**config.mk**
```make
export PLATFORM = sky130hd
export DESIGN_NAME = etfl_merge
export DESIGN_NICKNAME = d
export VERILOG_FILES = /design/src/hw/rtl/etfl_pkg.sv /design/src/hw/rtl/etfl_merge.sv
export SDC_FILE = /design/constraint.sdc
export NUM_CORES = 1
export LEC_CHECK = 0
export ABC_AREA = 1
export BUFFER_PORTS_ARGS = -buffer_cell sky130_fd_sc_hd__buf_2
export CAP_MARGIN = 30
export CORE_MARGIN = 4
export CORE_UTILIZATION = 37
export CTS_CLUSTER_DIAMETER = 60
export DETAILED_ROUTE_END_ITERATION = 16
export PLACE_DENSITY = 0.76
export SYNTH_ARGS = -nofsm -noshare
export SYNTH_HDL_FRONTEND = slang
export SYNTH_SLANG_ARGS = --single-unit
export TNS_END_PERCENT = 10
```
**constraint.sdc**
```tcl
create_clock -name clk -period 8.1 [get_ports clk]
set_input_delay 0.405 -clock clk [delete_from_list [all_inputs] [get_ports clk]]
set_output_delay 0.405 -clock clk [all_outputs]
set_load 0.02 [all_outputs]
```
**src/hw/rtl/etfl_pkg.sv**
```systemverilog
package etfl_pkg;

  localparam int LANE_COUNT      = 4;
  localparam int IMG_WIDTH_DEF   = 1024;
  localparam int IMG_HEIGHT_DEF  = 1024;
  localparam int MAX_ITER_DEF    = 256;

  localparam int COORD_W  = 32;   // Q6.26
  localparam int FRAC_W   = 26;
  localparam int PROD_W   = 64;   // Q12.52
  localparam int SUM_W    = 40;   // z update before saturation
  localparam int POS_W    = 13;   // column_base + lane may pass 4095
  localparam int ORG_W    = 13;
  localparam int LIMIT_W  = 11;
  localparam int COLOR_W  = 24;
  localparam int IN_W     = 12;
  localparam int DELTA_W  = 15;
  localparam int MAG_W    = 14;
  localparam int SCALE_SH = FRAC_W + 2;        // times 4 in Q6.26
  localparam int NUM_W    = MAG_W + SCALE_SH;  // mapper dividend width
  localparam int ADDR_W   = 4;
  localparam int DATA_W   = 32;

  typedef enum logic [1:0] {
    REG_X_ORIGIN  = 2'd0,
    REG_Y_ORIGIN  = 2'd1,
    REG_ESC_LIMIT = 2'd2
  } reg_idx_t;

  localparam logic signed [ORG_W-1:0] X_ORIGIN_RST = 13'sd640;
  localparam logic signed [ORG_W-1:0] Y_ORIGIN_RST = 13'sd512;
  localparam logic [LIMIT_W-1:0]      ESC_LIMIT_RST = 11'd100;

  typedef struct packed {
    logic               done;
    logic               escaped;
    logic [COLOR_W-1:0] color;
  } lane_res_t;

  function automatic logic signed [COORD_W-1:0] sat32(input logic signed [SUM_W-1:0] v);
    logic hi_same;
    hi_same = (&v[SUM_W-1:COORD_W-1]) || !(|v[SUM_W-1:COORD_W-1]);
    if (hi_same) begin
      return v[COORD_W-1:0];
    end else if (v[SUM_W-1]) begin
      return {1'b1, {(COORD_W-1){1'b0}}};
    end else begin
      return {1'b0, {(COORD_W-1){1'b1}}};
    end
  endfunction

endpackage

```
**src/hw/rtl/etfl_merge.sv**
```systemverilog
module etfl_merge (
  input  logic                                                   clk,
  input  logic                                                   rst_n,
  input  etfl_pkg::lane_res_t [etfl_pkg::LANE_COUNT-1:0]         lane_res,
  input  logic                                                   out_stall,
  output logic                                                   load,
  output logic                                                   out_valid,
  output logic [etfl_pkg::LANE_COUNT-1:0][etfl_pkg::COLOR_W-1:0] color,
  output logic [etfl_pkg::LANE_COUNT-1:0]                        escaped
);
  import etfl_pkg::*;

  logic                                  valid_r;
  logic [LANE_COUNT-1:0][COLOR_W-1:0]    color_r;
  logic [LANE_COUNT-1:0]                 esc_r;
  logic [LANE_COUNT-1:0]                 done_vec;

  always_comb begin
    for (int j = 0; j < LANE_COUNT; j++) begin
      done_vec[j] = lane_res[j].done;
    end
    // all lanes finished and the output register is free or emptying now
    load = (&done_vec) && (!valid_r || !out_stall);
  end

  always_ff @(posedge clk) begin
    if (!rst_n) begin
      valid_r <= 1'b0;
    end else if (load) begin
      valid_r <= 1'b1;
    end else if (!out_stall) begin
      valid_r <= 1'b0;
    end
  end

  always_ff @(posedge clk) begin
    if (load) begin
      for (int j = 0; j < LANE_COUNT; j++) begin
        color_r[j] <= lane_res[j].color;
        esc_r[j]   <= lane_res[j].escaped;
      end
    end
  end

  assign out_valid = valid_r;
  assign color     = color_r;
  assign escaped   = esc_r;

endmodule

```
# Word-level counts from Yosys, hierarchy flattened
# Index checks and enable logic that the tools add are counted.
# op_classes
multipliers	0
shifts	0
n_eq_ne	1
n_mux	2
n_addsub	0
magnitude_cmp	0
bitwise	0
n_reduce_logical	5
div	0
# ops
cell	count
AND reduction 4 bit	1
logical NOT 1 bit	2
two-way mux 1 bit	2
!= test 2 x 1 -> 1 bit (second input constant)	1
logical AND 1 bit	1
logical OR 1 bit	1
# totals
register_bits	101
latch_bits	0
romBits	0
mem_bits_rw	0
mem_count	0

# Longest topological paths before layout
# depth
depth_word	4
ltp_mapped	4

# Least setup slack after synthesis
# OpenSTA, ideal clock, no wires.
# synth_timing
path_type	input port to flip-flop
startpoint	input out_stall
endpoint	register color_r, in the netlist color[0] (enable)
slack_ns	-0.246
setup_ns	0.700
path_stages	3
required_ns	7.400
path_buffers	0
t_arrival_ns	7.645
path_cell_list	nand2_1 -> inv_1 -> nor3_1
# synth_via
elab_chain_len	3
# synth_rtl
item	line_no	text
from (decl)	etfl_merge.sv:5	input logic out_stall,
logical NOT 1 bit	--	
logical OR 1 bit	etfl_merge.sv:23	load = (&done_vec) && (!valid_r || !out_stall);
logical AND 1 bit	etfl_merge.sv:23	
net load	etfl_merge.sv:6	output logic load,
to (signal, indexed assignment)	etfl_merge.sv:39	color_r[j] <= lane_res[j].color;
to (decl)	etfl_merge.sv:14	logic [LANE_COUNT-1:0][COLOR_W-1:0] color_r;
# The timed path passes the listed nets, and every way through them passes these cells.
# A chain may end at the register's enable or synchronous reset.

# Worst setup path after layout
# layout_timing
startpoint	register valid_r (netlist: out_valid)
endpoint	output load
# layout_via
elab_chain_len	3
# layout_rtl
item	line_no	text
from (decl)	etfl_merge.sv:13	logic valid_r;
from (signal assigned)	etfl_merge.sv:28	valid_r <= 1'b0;
from (signal assigned)	etfl_merge.sv:30	valid_r <= 1'b1;
from (signal assigned)	etfl_merge.sv:32	valid_r <= 1'b0;
logical NOT 1 bit	etfl_merge.sv:23	
logical OR 1 bit	etfl_merge.sv:23	
logical AND 1 bit	etfl_merge.sv:23	
to (decl)	etfl_merge.sv:6	
# Every way passes these cells.

==> reports/results.ini <==
[sta]
finalSetupTns_ns=0
worst_clock_skew_ns=0.00943
timing.max_slew.rel_slack_pct=51.9
fin_hold_viols=0
finalWorstPathRequiredPeriod_ns=2.03
setup_viol=0
timing.final.ws_setup_ns=6.07
worst-slew-pin-transition_ns=0.721
hold_slack_ns=0.222
final_max_slew_viol_count=0
max_freq_ghz=0.492
rsz_0062_raised_after_global_routing=no
fin_crit_sh_pct=25.1

[placed_design]
final_weighted_congestion_in_routability_driven_placement=0.764
place.detailed.instances=422
dpl_worst_slack_ns=6.17
numPortBuffers=208
post-dp-hpwl_mm=5.70

[setup_path]
r2r-start=out_valid
cp-end-kind=primary output
crit_buf_inv=3
r2r-end=color[15]
crit_type=flop to primary output
critical_path_depth_in_cells=5
critical_path_arrival_ns=1.63
timing.critical_path.cells=nand2_1, inv_1, nor3_4, buf_4, buf_2
kind_of_cell_adding_the_most_delay_to_the_critical_path=buffers and inverters
crit_path_top_delay_cell=buf_4
reg2regPathDepth=4
kind_of_start_point_of_the_critical_path=flop
crit_fanout=42
timing.critical_path.required_ns=7.70
critical-path-max-stage-delay_ns=0.45
setup.reg_to_reg.worst_slack_ns=6.54
critical_path.endpoint=load
setup.worst_path.start=out_valid

[clocking]
numCtsBuffers=9
htreeDepth=3
clk_transition_reported_paths_ns=0.10
tritoncts_clock_tree=yes
cts_hold_repair.buffers=0
cts_sinks=101
ctsResizeCount=0
post_cts_buffers=0
clk_latency_ns=0.35
cts-root-buf=clkbuf_8
ctsLongestPathBuffers=2

[logic_synthesis]
syn-num-nets=217
syn_avg_cell_area_um2=27.8
synthCells=110
yosysWarnings=0
ys_types=6
synth_top_cell_by_area=edfxtp_1
synthTopCellsByArea=edfxtp_1 98%, dfxtp_1 0.65%, nand2_1 0.37%, nor2_1 0.37%, inv_1 0.25%
syn_area_mm2=0.00306
synth_top_area_share_pct=98.2
flop_and_latch_count_out_of_synthesis=101
synth_seq_area_share_pct=98.9

[status]
status=finished clean

[die]
start_util_pct=38.8
die_area_mm2=0.00978
die_w_um=98.9
top_level_ports=209
fp-row-count=32
coreArea_mm2=0.00789
chipHeight_um=98.9

[global_routing]
grt_max_degree=60
grt_antenna_before_repair=0
grt_pass1_vias=1956
grt_util_all_layers_pct=14.8
grt_first_pass_wirelength_mm=10.8
grt_overflow=0

[final_layout]
nNetsFinal=438
areaGrowthSynthToFinish_pct=45.1
layout.filler_cells=649
drive_gt1_share_pct=67.3
final_cell_count_no_fill=438
antenna_cells_inserted=0

[drt]
wl_per_cell_um=16.6
dr.pass1.iters=4
drt.antenna.violating_nets=0
post-route-drc-count=0
drtIter0Drc=48
drt-total-wl_mm=7.27
vias=1861
avgViaCountPerCell=4.25

[power]
vdd_ir_drop_max_mv=0.0895
p_per_area_mw_per_mm2=209
overall_power_mw=0.927
leakage_power_summed_over_all_cells_nw=1.87

[job]
drv_cap=0

[hold_path]
min_path_type=input port to flop

[synth_stat cells, drive strengths merged]
master / n
dfxtp: 1
nor2: 3
inv: 2
nand2: 3
nor3: 1
edfxtp: 100
[worst min-delay path by stage]
stage | startpoint | to | slack (ns) | cells after the start
3_5_place_dp | lane_res[92] | color[86] | 0.58 | 1
2_1_floorplan | lane_res[0] | color[0] | 0.50 | 0
4_1_cts | lane_res[92] | color[86] | 0.20 | 1
3_3_place_gp | lane_res[78] | color[72] | 0.58 | 1
5_1_grt | lane_res[80] | color[74] | 0.18 | 1
6_report | lane_res[0] | color[0] | 0.22 | 1
[sequential cells by signal, indices dropped and copies added, names as in the netlist]
register,count
out_valid,1
escaped,4
color,96
[cell type report]
cell class                      count  area, µm²  share of cell area (%)
Clock inverter                      7       60.1                    1.35
Tap cell                          102        128                    2.88
Sequential cell                   101       3020                    68.1
Clock buffer                        9        124                    2.79
Timing Repair Buffer              210       1060                    23.8
Inverter                            2       7.51                   0.169
Multi-Input combinational cell      7       38.8                   0.874
[kinds of logic (layout without fill, tap and decap cells)]
| logic type | Yosys count | after routing | synth area share (%) |
|---|---|---|---|
| flip-flops | 101 | 101 | 98.9 |
| AND/OR/NAND/NOR | 7 | 7 | 0.900 |
| buffers and inverters | 2 | 228 | 0.246 |
[where the power goes]
group | switching (mW) | internal, mW | total, mW
clock | 0.173 | 0.117 | 0.289
sequential | 0.00211 | 0.585 | 0.587
combinational | 0.0274 | 0.0239 | 0.0512
[worst register-to-register path, stage by stage (launching register included)]
cell,delay (ns)
dfxtp_1,0.32
nand2_1,0.05
inv_1,0.06
nor3_4,0.12
buf_4,0.58
[placed cells by master (no fill, tap or decap), drive strengths merged]
| master | instances |
|---|---|
| nor2 | 3 |
| inv | 4 |
| nand2 | 3 |
| clkinvlp | 1 |
| buf | 210 |
| clkbuf | 9 |
| edfxtp | 100 |
| dfxtp | 1 |
| nor3 | 1 |
| clkinv | 4 |
[metal layers]
layer	track usage (%)	share of wire [%]	wire length, µm	vias to the layer above
met4	4.73	1.0	76	0
met3	6.37	11	814	6
met2	25.7	51	3720	123
met1	16.5	37	2670	854
met5	0	0	0	-
li1	-	-	-	878
[stage by stage]
step,cell area (µm²),util [%]
global placement,4250,53.9
finish,4440,56.3
floorplan,3060,-
global route,4440,56.3
detailed placement,4250,53.9
CTS,4440,56.3
No activity file was read; power rests on OpenSTA's default activity.
