==> config.mk <==
export PLATFORM = sky130hd
export DESIGN_NAME = etfl_map
export DESIGN_NICKNAME = d
export VERILOG_FILES = /design/src/hw/rtl/etfl_pkg.sv /design/src/hw/rtl/etfl_map.sv
export SDC_FILE = /design/constraint.sdc
export NUM_CORES = 1
export LEC_CHECK = 0
export BUFFER_PORTS_ARGS = -buffer_cell sky130_fd_sc_hd__buf_2
export CORE_MARGIN = 8
export CORE_UTILIZATION = 50
export DETAILED_ROUTE_END_ITERATION = 12
export GPL_TIMING_DRIVEN = 0
export PLACE_DENSITY = 0.8
export SLEW_MARGIN = 20
export SYNTH_ARGS = -nofsm -noshare
export SYNTH_HDL_FRONTEND = slang
export SYNTH_SLANG_ARGS = --single-unit
==> constraint.sdc <==
create_clock -name clk -period 3.14 [get_ports clk]
set_input_delay 0.471 -clock clk [delete_from_list [all_inputs] [get_ports clk]]
set_output_delay 0.471 -clock clk [all_outputs]
set_load 0.02 [all_outputs]
==> src/hw/rtl/etfl_pkg.sv <==
package etfl_pkg;

  localparam int LANE_COUNT      = 4;
  localparam int IMG_WIDTH_DEF   = 1024;
  localparam int IMG_HEIGHT_DEF  = 1024;
  localparam int MAX_ITER_DEF    = 256;

  localparam int COORD_W  = 32;   // Q6.26
  localparam int FRAC_W   = 26;
  localparam int PROD_W   = 64;   // Q12.52
  localparam int SUM_W    = 40;   // z update before saturation
  localparam int POS_W    = 13;   // column_base + lane may pass 4095
  localparam int ORG_W    = 13;
  localparam int LIMIT_W  = 11;
  localparam int COLOR_W  = 24;
  localparam int IN_W     = 12;
  localparam int DELTA_W  = 15;
  localparam int MAG_W    = 14;
  localparam int SCALE_SH = FRAC_W + 2;        // times 4 in Q6.26
  localparam int NUM_W    = MAG_W + SCALE_SH;  // mapper dividend width
  localparam int ADDR_W   = 4;
  localparam int DATA_W   = 32;

  typedef enum logic [1:0] {
    REG_X_ORIGIN  = 2'd0,
    REG_Y_ORIGIN  = 2'd1,
    REG_ESC_LIMIT = 2'd2
  } reg_idx_t;

  localparam logic signed [ORG_W-1:0] X_ORIGIN_RST = 13'sd640;
  localparam logic signed [ORG_W-1:0] Y_ORIGIN_RST = 13'sd512;
  localparam logic [LIMIT_W-1:0]      ESC_LIMIT_RST = 11'd100;

  typedef struct packed {
    logic               done;
    logic               escaped;
    logic [COLOR_W-1:0] color;
  } lane_res_t;

  function automatic logic signed [COORD_W-1:0] sat32(input logic signed [SUM_W-1:0] v);
    logic hi_same;
    hi_same = (&v[SUM_W-1:COORD_W-1]) || !(|v[SUM_W-1:COORD_W-1]);
    if (hi_same) begin
      return v[COORD_W-1:0];
    end else if (v[SUM_W-1]) begin
      return {1'b1, {(COORD_W-1){1'b0}}};
    end else begin
      return {1'b0, {(COORD_W-1){1'b1}}};
    end
  endfunction

endpackage

==> src/hw/rtl/etfl_map.sv <==
module etfl_map #(
  parameter int DIM = 1024
) (
  input  logic                                 clk,
  input  logic                                 rst_n,
  input  logic                                 start,
  input  logic [etfl_pkg::POS_W-1:0]           pos,
  input  logic signed [etfl_pkg::ORG_W-1:0]    origin,
  output logic signed [etfl_pkg::COORD_W-1:0]  coord,
  output logic                                 done
);
  import etfl_pkg::*;

  // |pos - origin| * 2^28 / DIM split as mag * (2^28 div DIM) plus
  // (mag * (2^28 mod DIM)) / DIM; the second dividend stays below 2^Y_W,
  // so a reciprocal multiply with RSH = Y_W + log2(DIM) is exact
  localparam int QC_W = 25;              // 2^28 / DIM with DIM >= 16
  localparam int RC_W = 12;              // 2^28 mod DIM with DIM <= 4096
  localparam int RM_W = 28;
  localparam int Y_W  = MAG_W + RC_W;
  localparam int HI_W = MAG_W + QC_W;
  localparam int LO_W = Y_W + RM_W;
  localparam int RSH  = Y_W + $clog2(DIM);

  localparam logic [QC_W-1:0] Q_C  = QC_W'((64'd1 << SCALE_SH) / 64'(DIM));
  localparam logic [RC_W-1:0] R_C  = RC_W'((64'd1 << SCALE_SH) % 64'(DIM));
  localparam logic [RM_W-1:0] RM_C = RM_W'(((64'd1 << RSH) + 64'(DIM) - 64'd1) / 64'(DIM));

  // start -> magnitude, -> partial products, -> quotient; done is registered with the quotient
  logic [MAG_W-1:0]        mag_r;
  logic                    neg_r;
  logic [HI_W-1:0]         hi_r;
  logic [Y_W-1:0]          y_r;
  logic [NUM_W-1:0]        quo_r;
  logic                    s1_r;
  logic                    s2_r;
  logic                    done_r;

  logic signed [DELTA_W-1:0] delta;
  logic [MAG_W-1:0]          mag;
  logic [HI_W-1:0]           hi_prod;
  logic [Y_W-1:0]            y_prod;
  logic [LO_W-1:0]           lo_prod;
  logic                      over;

  always_comb begin
    delta   = $signed({2'b00, pos}) - $signed({{(DELTA_W-ORG_W){origin[ORG_W-1]}}, origin});
    mag     = delta[DELTA_W-1] ? MAG_W'(-delta) : MAG_W'(delta);
    hi_prod = mag_r * Q_C;
    y_prod  = mag_r * R_C;
    lo_prod = y_r * RM_C;
  end

  always_ff @(posedge clk) begin
    if (!rst_n) begin
      s1_r   <= 1'b0;
      s2_r   <= 1'b0;
      done_r <= 1'b0;
    end else begin
      s1_r <= start;
      s2_r <= s1_r;
      if (start) begin
        done_r <= 1'b0;
      end else if (s2_r) begin
        done_r <= 1'b1;
      end
    end
  end

  always_ff @(posedge clk) begin
    if (start) begin
      mag_r <= mag;
      neg_r <= delta[DELTA_W-1];
    end
    if (s1_r) begin
      hi_r <= hi_prod;
      y_r  <= y_prod;
    end
    if (s2_r) begin
      quo_r <= NUM_W'(hi_r) + NUM_W'(lo_prod >> RSH);
    end
  end

  // sign and saturate the quotient to Q6.26
  always_comb begin
    if (neg_r) begin
      over  = (|quo_r[NUM_W-1:COORD_W]) || (quo_r[COORD_W-1] && |quo_r[COORD_W-2:0]);
      coord = over ? {1'b1, {(COORD_W-1){1'b0}}} : -$signed(quo_r[COORD_W-1:0]);
    end else begin
      over  = (|quo_r[NUM_W-1:COORD_W]) || quo_r[COORD_W-1];
      coord = over ? {1'b0, {(COORD_W-1){1'b1}}} : $signed(quo_r[COORD_W-1:0]);
    end
  end

  assign done = done_r;

endmodule

Yosys cells after proc, flatten, opt, wreduce, memory -nomap -nowiden
Index checks and enable logic that the tools add are counted. W data, S select, Z words.

RAM bits: 0. Output and inout port bits: 33. Word-level logic and storage cells: 18. Bits in registers: 46. Memory bits (read-only): 0. Memories: 0. Latch bits: 0. Input bits: 29.

Div/mod/pow operators: 0. $mul: 0. Order comparisons: 0. Reduce and logical (&&, ||, !) cells: 3. Multiplexer cells: 4. $add $sub $neg: 3. Shifts and indexed selects: 0. Bitwise logic cells: 1. Equality and inequality tests: 0.

Operators by type and width (count): $mux W32 (2); $neg A32 Y32 (1); $mux W31 (1); $sub A14 B13 Y15 (1); $mux W14 (1); $neg A14 Y14 (1); $reduce_or A13 Y1 (1); $reduce_or A2 Y1 (1); $logic_and A1 B1 Y1 (1); $not A1 Y1 (1).

Depth between registers and ports, before layout
Depth in word-level cells: 4. Mapped depth: 13. Mapped depth without buffers: 12.

Worst setup path before layout
Ideal clock, no wire load.

Kind: reg-to-output. From: register quo_r[19]. To: output port coord[20] in the netlist's numbering. Cell stages (with the launch flop): 10. Path buffers: 0. Data required time: 2.669 ns. Setup slack: -0.319 ns. Data arrival time: 2.988 ns. Path through: edfxtp_1 -> inv_1 -> ha_1 -> or3b_1 -> or3_4 -> or3_4 -> or3_4 -> o21a_4 -> nand2b_4 -> o311ai_1.

Cells in the longest elaborated chain, start to end: 4. Elaborated cells on any way between the ends: 5. Classes of those cells: 1 x add/sub; 2 x mux; 2 x reduce/logical.

RTL lines: start, declared (RTL line etfl_map.sv:34) `logic [NUM_W-1:0] quo_r;`; start signal, assigned (RTL line etfl_map.sv:80) `quo_r <= NUM_W'(hi_r) + NUM_W'(lo_prod >> RSH);`; parallel branches: the longest is 2 deep, another holds $neg A32 Y32; $mux W32 * (RTL line etfl_map.sv:88) `coord = over ? {1'b1, {(COORD_W-1){1'b0}}} : -$signed(quo_r[COORD_W-1:0]);`; $mux W32 * (RTL line etfl_map.sv:86) `if (neg_r) begin`; end, declared (RTL line etfl_map.sv:9) `output logic signed [etfl_pkg::COORD_W-1:0] coord,`.

Every way passes the cells marked *.

Final worst setup path
From: register quo_r[18]. To: output port coord[27] in the netlist's numbering.

The elaborated chain is that of the path after synthesis.

==> metrics.yaml <==
cells_and_area:
  diodes: 0
  syn_to_final_growth_pct: 29.3
  fillCellCount: 476
  drive_above_1_share: 0.371
  area.sequential_mm2: 0.00135
  finalCoreUtilization: 0.664
  final_nets: 422
  multiInputGateArea_mm2: 0.00163
clocking:
  cts_max_level: 2
  path_clk_slew_ns: 0.07
  hold_buffers: 0
  cts_tree: "yes"
  numCtsBuffers: 5
  cts.path.max_buffers: 2
  cts.sinks: 46
  clk_latency_ns: 0.28
  root_buffer: "clkbuf_8"
drt:
  drt_iter0_drc: 98
  drt_pass1_iterations: 4
  wl_um: 5740
  vias: 2415
  drtAntennaViolNets: 0
  drc: 0
  wl_per_cell_um: 12.7
  viasPerCell: 5.34
logic_synthesis:
  ys_ff_latch: 46
  ys_seq_area_frac: 0.447
  yosys_warnings: 0
  synthArstFlopShare: 0
  synth_flop_cell: "edfxtp_1"
  synth-edff-count: 43
  syn_inst: 295
  syn-cell-area_mm2: 0.00302
  synthesis.nets: 341
  synthDistinctLibCells: 52
  syn_avg_cell_area_um2: 10.2
setup_path:
  cp.required_ns: 2.67
  critPathSlowestCell: "edfxtp_1"
  crit_type: "reg -> out"
  worstPathMaxFanout: 7
  cp.arrival_ns: 3.20
  startpoint: "quo_r[18]"
  rr_startpoint: "s1_r"
  crit_top_cell: "or3_4"
  critPathMaxStageDelay_ns: 0.41
  crit_path_end_kind: "output pin"
  crit_chain: "inv_2 -> ha_4 -> or3b_4 -> or3_4 -> or3_4 -> or3_4 -> o21a_4 -> nand2b_4 -> o311ai_4 -> buf_6"
  critPathLaunchType: "flop"
global_routing:
  grt_use_total: 0.129
  grt_max_degree: 20
  grt.overflow.total: 0
  grt_antenna_before_repair: 0
  grt_pass1_wl_um: 9560
  grt_pass1_vias: 2408
timing:
  setup_ws_ns: -0.535
  tightest_slew_ns: 0.618
  post-route-min-period_ns: 3.67
  grt_setup_unrepaired: "yes"
  max_slew_margin: 0.586
  skew_ns: 0.00563
  setup_violations: 12
  final_max_slew_viol_count: 0
  fmax_mhz: 272
  timing.final.crit_share: 1.17
  hold_viol_final: 0
die:
  die_area_mm2: 0.00879
  start_util: 0.513
  num_io_pins: 62
  core_area_mm2: 0.00589
  die_w_um: 93.7
  fp.dieH_um: 93.7
  rows: 28
power_and_ir_drop:
  vdd.ir_drop.worst_mv: 0.225
  powerDensity_mw_per_mm2: 423
  p_leak_uw: 0.00167
  p_int_uw: 1190
  pwr-share-clk: 0.207
  seqPwrFrac: 0.481
  p_total_uw: 1650
  combPwrFrac: 0.312
  swShare: 0.280
  switchingPower_uw: 463
run_status:
  status: "finished, violations left"
  violations: "negative setup slack"
worst_hold_path:
  hold_path_class: "reg -> reg"
  hp-start: "mag_r[3]"
place:
  place_congestion: 0.814
  port_buffers: 61
  hpwl_um: 4380
run:
  drv_cap: 0
## timing repair
item,4_1_cts,5_1_grt
resized for setup,27,16
setup buffers,7,7
gates cloned,0,0
endpoints found under the setup margin,20,20
pin swaps,11,14
## Yosys cell counts, types with 2 or more instances
| library cell | number | share of area |
|---|---|---|
| a21o_1 | 5 | 0.012 |
| o31ai_1 | 3 | 0.0075 |
| ha_1 | 16 | 0.066 |
| clkbuf_1 | 5 | 0.0062 |
| and3_1 | 2 | 0.0041 |
| or3b_2 | 2 | 0.0058 |
| xor2_1 | 3 | 0.0087 |
| dfxtp_1 | 3 | 0.020 |
| nor2b_1 | 3 | 0.0062 |
| a31oi_1 | 2 | 0.0041 |
| nand3_1 | 2 | 0.0033 |
| a21o_2 | 3 | 0.0087 |
| o211ai_1 | 4 | 0.0099 |
| and2_1 | 5 | 0.010 |
| o21a_1 | 2 | 0.0050 |
| mux2i_1 | 4 | 0.013 |
| xnor2_1 | 19 | 0.055 |
| or3_1 | 7 | 0.014 |
| a21oi_1 | 11 | 0.018 |
| buf_4 | 17 | 0.042 |
| nand2_1 | 25 | 0.031 |
| edfxtp_1 | 43 | 0.43 |
| or3_4 | 3 | 0.011 |
| inv_1 | 28 | 0.035 |
| a211oi_1 | 4 | 0.0099 |
| nor3b_1 | 2 | 0.0050 |
| o21ai_0 | 17 | 0.028 |
| o41ai_1 | 2 | 0.0058 |
| buf_2 | 3 | 0.0050 |
| nor2_1 | 13 | 0.016 |
| o22ai_1 | 2 | 0.0041 |
| a22oi_1 | 2 | 0.0050 |
| o311ai_1 | 5 | 0.014 |
| nor3_1 | 7 | 0.012 |
| nand2b_1 | 4 | 0.0083 |
## cell families after synthesis
group                    Yosys count  synth area share
AND/OR/NAND/NOR                   82             0.149
AO/OA/AOI/OAI                     71             0.165
buffers and inverters             53            0.0882
flip-flops                        46             0.447
XOR/XNOR                          22            0.0638
adder cells (fa/ha/maj)           17            0.0729
multiplexers                       4            0.0133
## final cells by class
cell class,count,area share
repair buffers,75,0.121
multi-input cells,196,0.417
clock buffers,8,0.0231
well taps,75,0.0240
plain buffers,24,0.0419
inverters,28,0.0269
flip-flops and latches,46,0.346
## power by group through the flow
| stage | registers (µW) | logic (µW) | clock network [µW] |
|---|---|---|---|
| 2_1_floorplan | 800 | 359 | 0 |
| 3_3_place_gp | 803 | 449 | 0 |
| 3_5_place_dp | 809 | 462 | 0 |
| 4_1_cts | 796 | 490 | 354 |
| 5_1_grt | 804 | 564 | 380 |
| 6_report | 795 | 516 | 343 |
## through the flow
| step | area (µm²) | instances | TNS, ns | hold slack, ns | setup slack [ns] |
|---|---|---|---|---|---|
| floorplan | 3160 | 295 | -0.783 | 0.400 | -0.169 |
| finish | 3910 | 452 | -5.01 | 0.412 | -0.535 |
| global route | 3910 | 452 | -6.50 | 0.409 | -0.641 |
| CTS | 3800 | 446 | -6.06 | 0.410 | -0.623 |
| global placement | 3550 | 431 | -5.27 | 0.400 | -0.358 |
| detailed placement | 3550 | 431 | -6.34 | 0.405 | -0.431 |
## per-layer routing
metal,vias up,track usage,part of all wire
met1,1106,0.128,0.40
met5,-,0,0
met4,0,0.0661,0.026
li1,1214,-,-
met2,81,0.247,0.50
met3,14,0.0256,0.078
## cell usage in the layout (no fill, tap or decap), types with 4 or more instances in the layout
cell type  instances
a21oi_1            8
clkbuf_8           6
or3_1              5
inv_1             26
o21ai_0           15
and2_1             5
nor3_1             6
o311ai_4           5
buf_2             51
mux2i_1            4
buf_4             34
edfxtp_1          43
clkbuf_1           6
or3_4              5
nor2_1            13
a21o_1             5
xnor2_1           16
o211ai_1           4
ha_1              15
nand2_1           25
buf_6             10
nand2b_1           4
## critical path, delay by kind of cell, from the launching register on
| family | cells | cell delay [ns] |
|---|---|---|
| fa+ha+maj | 1 | 0.12 |
| simple gates | 5 | 1.62 |
| flops | 1 | 0.41 |
| buf+inv | 2 | 0.24 |
| compound gates | 2 | 0.53 |
## flip-flops by register name, summed over array words and instances (netlist names)
register / cells
mag_r: 14
s2_r: 1
done: 1
neg_r: 1
quo_r: 14
hi_r: 14
s1_r: 1
## worst paths after layout
check,to,slack (ns),cells after the start
worst min register to register,hi_r[21],0.41,0
worst max-delay path,coord[27],-0.53,10
worst min-delay path,hi_r[21],0.41,0
worst max register to register,hi_r[23],2.06,0
Power figures use the tool's default switching activity.
